$ cat src/decimating_averager_ring_fifo_top_defines.svh
`ifndef DECIMATING_AVERAGER_RING_FIFO_TOP_DEFINES_SVH
`define DECIMATING_AVERAGER_RING_FIFO_TOP_DEFINES_SVH

// same-cycle implication, held off during reset
`define DAR_ASSERT_NOW(label, clk, rst_n, ante, cons, msg) \
    label: assert property (@(posedge clk) disable iff (!rst_n) (ante) |-> (cons)) \
        else $error(msg);

// next-cycle implication, held off during reset
`define DAR_ASSERT_NEXT(label, clk, rst_n, ante, cons, msg) \
    label: assert property (@(posedge clk) disable iff (!rst_n) (ante) |=> (cons)) \
        else $error(msg);

`endif

$ cat src/dar_pkg.sv
`timescale 1ns / 1ps

package dar_pkg;

    localparam int SmpW   = 16;
    localparam int SumW   = 20;
    localparam int MagW   = 19;
    localparam int DivW   = 4;
    localparam int RmaxW  = 7;
    localparam int StepW  = 5;
    localparam int StatW  = 2;
    localparam int InDataW  = 40;
    localparam int InUserW  = 2;
    localparam int CfgIdxW  = 1;

    localparam logic [StepW-1:0] DivLastStep = StepW'(MagW - 1);

    localparam logic [StatW-1:0] StSample     = 2'd0;
    localparam logic [StatW-1:0] StEmptyRec   = 2'd1;
    localparam logic [StatW-1:0] StEmptyStop  = 2'd2;
    localparam logic [StatW-1:0] StOverflow   = 2'd3;

    localparam logic [CfgIdxW-1:0] CfgDivisor   = 1'd0;
    localparam logic [CfgIdxW-1:0] CfgRecording = 1'd1;

    typedef struct packed {
        logic take;
        logic acc;
        logic div_step;
        logic wr;
        logic chk;
        logic rd;
        logic smp_load;
        logic emit_load;
    } t_cmd;

    typedef struct packed {
        logic acc_div;
        logic acc_ovf;
        logic div_last;
        logic empty;
        logic left_one;
        logic out_free;
    } t_stat;

endpackage

$ cat src/dar_ctrl.sv
`timescale 1ns / 1ps

module dar_ctrl (
    input  logic          i_clk,
    input  logic          i_rst_n,
    input  logic          i_in_valid,
    input  logic          i_in_op,
    input  dar_pkg::t_stat i_stat,
    output dar_pkg::t_cmd  o_cmd,
    output logic          o_in_ready
);

    typedef enum logic [7:0] {
        S_IDLE  = 8'b0000_0001,
        S_ACC   = 8'b0000_0010,
        S_DIV   = 8'b0000_0100,
        S_WR    = 8'b0000_1000,
        S_RCHK  = 8'b0001_0000,
        S_RADDR = 8'b0010_0000,
        S_ROUT  = 8'b0100_0000,
        S_EMIT  = 8'b1000_0000
    } t_state;

    t_state r_state;
    t_state n_state;

    always_ff @(posedge i_clk) begin
        if (!i_rst_n) begin
            r_state <= S_IDLE;
        end else begin
            r_state <= n_state;
        end
    end

    always_comb begin
        n_state    = r_state;
        o_cmd      = '0;
        o_in_ready = 1'b0;
        unique case (r_state)
            S_IDLE: begin
                o_in_ready = 1'b1;
                if (i_in_valid) begin
                    o_cmd.take = 1'b1;
                    n_state    = i_in_op ? S_RCHK : S_ACC;
                end
            end
            S_ACC: begin
                o_cmd.acc = 1'b1;
                priority if (i_stat.acc_div) begin
                    n_state = S_DIV;
                end else if (i_stat.acc_ovf) begin
                    n_state = S_EMIT;
                end else begin
                    n_state = S_IDLE;
                end
            end
            S_DIV: begin
                o_cmd.div_step = 1'b1;
                if (i_stat.div_last) begin
                    n_state = S_WR;
                end
            end
            S_WR: begin
                o_cmd.wr = 1'b1;
                n_state  = S_IDLE;
            end
            S_RCHK: begin
                o_cmd.chk = 1'b1;
                n_state   = i_stat.empty ? S_EMIT : S_RADDR;
            end
            S_RADDR: begin
                o_cmd.rd = 1'b1;
                n_state  = S_ROUT;
            end
            S_ROUT: begin
                if (i_stat.out_free) begin
                    o_cmd.smp_load = 1'b1;
                    n_state        = i_stat.left_one ? S_IDLE : S_RADDR;
                end
            end
            S_EMIT: begin
                if (i_stat.out_free) begin
                    o_cmd.emit_load = 1'b1;
                    n_state         = S_IDLE;
                end
            end
            default: begin
                n_state = S_IDLE;
            end
        endcase
    end

endmodule

$ cat config.mk
export PLATFORM = sky130hd
export DESIGN_NAME = dar_ctrl
export DESIGN_NICKNAME = d
export VERILOG_FILES = /design/src/decimating_averager_ring_fifo_top_defines.svh /design/src/dar_pkg.sv /design/src/dar_ctrl.sv
export SDC_FILE = /design/constraint.sdc
export NUM_CORES = 1
export LEC_CHECK = 0
export BUFFER_PORTS_ARGS = -buffer_cell sky130_fd_sc_hd__buf_2
export CAP_MARGIN = 20
export CORE_AREA = 2 2 39 41
export CTS_CLUSTER_DIAMETER = 200
export CTS_CLUSTER_SIZE = 8
export DETAILED_ROUTE_END_ITERATION = 10
export DIE_AREA = 0 0 41 43
export GPL_TIMING_DRIVEN = 0
export HOLD_SLACK_MARGIN = 0.12
export SLEW_MARGIN = 20
export SYNTH_ARGS = -nofsm -noshare
export SYNTH_HDL_FRONTEND = slang
export SYNTH_SLANG_ARGS = --single-unit
$ cat constraint.sdc
create_clock -name i_clk -period 3 [get_ports i_clk]
set_input_delay 0.45 -clock i_clk [delete_from_list [all_inputs] [get_ports i_clk]]
set_output_delay 0.45 -clock i_clk [all_outputs]
set_load 0.01 [all_outputs]
==> summary.md <==
| Metric | Value |
|---|---|
| Hold Vio Cnt, Final | 0 |
| Fill cell total of the finished layout | 142 |
| Placed Instance Area | 599 sq um |
| Drc violations | 0 |
| Sw Share | 36.1% |
| Synth warn | 0 |
| Logic pwr share | 44.0% |
| Lkg Pwr | 0.280 nW |
| Area growth syn-to-layout | 27.1% |
| Part of the Yosys area used for sequential elements | 32.7% |
| Starting utilization of the core area | 35.4% |
| Clock root buffer | sky130_fd_sc_hd__clkbuf_4 |
| Complex-gate fraction of the synthesized area | 13.8% |
| Final setup violation count | 0 |
| Crit path kind | reg -> out |
| Half-perimeter wire length after detailed placement | 944 um |
| Final std cell area, no fill | 622 sq um |
| Layout net count | 92 |
| Routed length per placed instance | 12.1 um |
| Synthesized-area fraction occupied by and/or/nand/nor cells | 42.7% |
| Cts-stage hold buffer count | 0 |
| Number of instances resized during post-cts repair | 0 |
| Final Max Slew Viols | 0 |
| Peak Freq | 0.415 GHz |
| N_diodes | 0 |
| DP Cell Count | 93 |
| Core Region | 1380 sq um |
| Netlist area before placement | 489 sq um |
| H-tree depth | 1 |
| X dimension of the die | 41 um |
| Utilization of the core after routing | 44.9% |
| Mapped Nets | 69 |
| Total negative slack for setup checks | 0 ns |
| Fraction of synthesized area in multiplexers | 0% |
| Global router's overall resource usage | 16.0% |
| RSZ-0062 raised after global routing | false |
| Power per Cell Area | 615 nW/um^2 |
| Via density | 5.35 |
| Number of flops mapped to enable cells by yosys | 0 |
| Post-layout total power | 0.383 mW |
| Worst-Margin Slew | 0.358 ns |
| Cell type of the slowest stage on the worst timing path | sky130_fd_sc_hd__or4_1 |
| DRC marker count from the first detailed-route iteration | 6 |
| Clock buffer count from CTS | 3 |
| Number of port buffers | 18 |
| Post-Synthesis Mean Instance Area | 8.29 sq um |
| Setup skew after layout | 0.000424 ns |
| Worst slew margin | 75.5% |
| Main combinational cell family by area after synthesis | simple AND/OR/NAND/NOR gates |
| Post-synth top area cell | sky130_fd_sc_hd__dfxtp_1 |
| Die outline area | 1760 sq um |
| Post-synthesis share of cell area spent on full adders, half adders and majority gates | 0% |
| Post-detailed-routing wire length | 1.16 mm |
| Final Wtd Congestion | 0.792 |
| Part of the power in the clock network | 20.7% |
| Total of max-cap violations | 0 |
| Share of final-layout standard cells stronger than drive strength 1 | 35.0% |
| Cell family contributing the most delay on the critical path | simple AND/OR/NAND/NOR gates |
| Endpoint arrival time on the critical path | 1.96 ns |
| Global-route wire length before repair | 1.91 mm |
| Via count | 514 |
| Switching pwr | 0.138 mW |
| CP endpoint kind | output pin |
| Xor-xnor portion of the synthesized cell area | 5.37% |
| Clock-pin transition on the worst setup and hold timing paths | 0.05 ns |
| Buf/Inv on CP | 1 |
| Internal power contribution | 0.245 mW |
| Post-layout min period | 2.41 ns |
| Result of the run | finished, final reports clean |
| Crit-path max cell delay | 0.55 ns |
| Worst Path Required | 2.55 ns |
| Synth async-reset ratio | 0% |
| Synth unique cells | 28 |
| Pin count of the biggest net entering global routing | 7 |
| Skew-Pair Late Insertion Delay | 0.25 ns |
| List of cells traversed by the critical path | or4_1 > or2_1 > nor3b_1 > buf_2 |
| Cell types with the highest counts after synthesis | sky130_fd_sc_hd__dfxtp_1, sky130_fd_sc_hd__inv_1, sky130_fd_sc_hd__nor3_1, sky130_fd_sc_hd__nor2_1, sky130_fd_sc_hd__nor4_1 |
| Area share of the leading cell type in the synthesized netlist | 32.7% |
| Type of the tightest min-delay check | in -> reg |
| Floorplan die height | 43 um |
| Router iterations before antenna repair | 4 |
| Buffers inserted during post-CTS setup optimization | 0 |
| Maximum number of buffers from clock root to sink | 2 |
| Sink Count | 8 |
| Cell Count, Final, Fillers Out | 96 |
| Synth Register Bits | 8 |
| Ranking of synthesized cells by area | sky130_fd_sc_hd__dfxtp_1, sky130_fd_sc_hd__xnor2_1, sky130_fd_sc_hd__nor3_1, sky130_fd_sc_hd__nor4_1, sky130_fd_sc_hd__inv_1 |
| Highest net fanout along the worst path | 6 |
| Clock tree from TritonCTS | yes |
| Row cnt | 14 |
| Post-Syn Instances | 59 |
| Number of flip-flops in the largest register | 8 |
| Total congestion overflow | 0 |
| VDD IR max | 0.242 mV |
| Via count of the first global-routing pass | 467 |
| Startpoint Class | flop |
| Register containing the most flip-flops in the final layout | r_state |
| Period utilisation layout | 80.2% |
| Number of antenna violations at the first check in global routing | 0 |
| Relative contribution of sequential cells to total power | 35.4% |
| Most common cell in the synthesized netlist | sky130_fd_sc_hd__dfxtp_1 |
| Number of antenna-violating nets in the routed design | 0 |
| Total I/O pin count | 19 |
| Largest registers ranked by flip-flop count | r_state: 8 flops |
| Most instantiated flip-flop cell in the synthesis netlist | sky130_fd_sc_hd__dfxtp_1 |
[cells by family (layout without fill, tap and decap cells)]
group | count (synthesis) | in the layout
DFF | 8 | 8
and+or+nand+nor | 32 | 32
xor gates and xnor gates | 3 | 3
AOI/OAI and AO/OA | 9 | 9
buffers and inverters | 7 | 28
[metal layers]
layer	wire length, um	GRT usage (%)
met1	545	21.0
met2	552	23.8
met3	49	3.14
met4	13	8.00
met5	0	0
[layout by cell type, fill, tap and decap left out]
cell                        instances
sky130_fd_sc_hd__buf_2             18
sky130_fd_sc_hd__dfxtp_1            8
sky130_fd_sc_hd__inv_1              5
sky130_fd_sc_hd__nor3_1             5
sky130_fd_sc_hd__nor4_1             4
sky130_fd_sc_hd__nor2_1             4
sky130_fd_sc_hd__xnor2_1            3
sky130_fd_sc_hd__clkbuf_4           3
sky130_fd_sc_hd__or2_2              2
sky130_fd_sc_hd__or4_1              2
sky130_fd_sc_hd__nor3b_1            2
sky130_fd_sc_hd__nand2b_1           2
sky130_fd_sc_hd__or3_1              2
sky130_fd_sc_hd__inv_2              2
sky130_fd_sc_hd__and2_1             2
sky130_fd_sc_hd__o22ai_1            2
sky130_fd_sc_hd__or2_1              1
sky130_fd_sc_hd__or4_4              1
sky130_fd_sc_hd__or4b_1             1
sky130_fd_sc_hd__or3_4              1
sky130_fd_sc_hd__nor4b_2            1
sky130_fd_sc_hd__nand2_1            1
sky130_fd_sc_hd__a2bb2oi_1          1
sky130_fd_sc_hd__o21a_1             1
sky130_fd_sc_hd__a22oi_1            1
sky130_fd_sc_hd__o2bb2ai_1          1
sky130_fd_sc_hd__a2111oi_0          1
sky130_fd_sc_hd__a22o_1             1
sky130_fd_sc_hd__nor2b_1            1
sky130_fd_sc_hd__a21oi_1            1
[through the flow]
step                      setup WS [ns]  hold slack (ns)
after detailed placement          0.896            0.559
after floorplan                    1.00            0.515
final                             0.593            0.380
after global placement            0.893            0.557
after CTS                         0.582            0.374
after global routing              0.484            0.385
[worst reg2reg max path, delay by kind of cell (launching register included)]
kind | cells | cell delay (ns)
and+or+nand+nor | 3 | 1.02
AOI/OAI and AO/OA | 2 | 0.49
DFF | 1 | 0.36
buffers and inverters | 1 | 0.07
[final timing paths]
kind	cells after the start	end	start	slack (ns)
min	2	r_state[1]	i_in_op	0.38
max	4	o_cmd[3]	r_state[6]	0.59
max reg2reg	6	r_state[0]	r_state[6]	0.92
min reg2reg	1	r_state[7]	r_state[7]	0.56
[power groups by stage]
stage                     clock (mW)  combinational, mW  sequential, mW
final                         0.0792              0.168           0.135
after global routing          0.0877              0.190           0.137
after CTS                     0.0828              0.169           0.135
after detailed placement           0              0.168           0.137
after global placement             0              0.169           0.137
after floorplan                    0              0.126           0.133
[cell type report]
cell class / instances / area (sq um) / share of cell area [%]
well taps: 16 / 20.0 / 3.22
flip-flops and latches: 8 / 160 / 25.8
repair buffers: 18 / 90.1 / 14.5
clock buffers: 3 / 22.5 / 3.62
multi-input cells: 44 / 303 / 48.7
inverters: 7 / 26.3 / 4.23
Note: power is estimated with default switching activity, not from simulation.
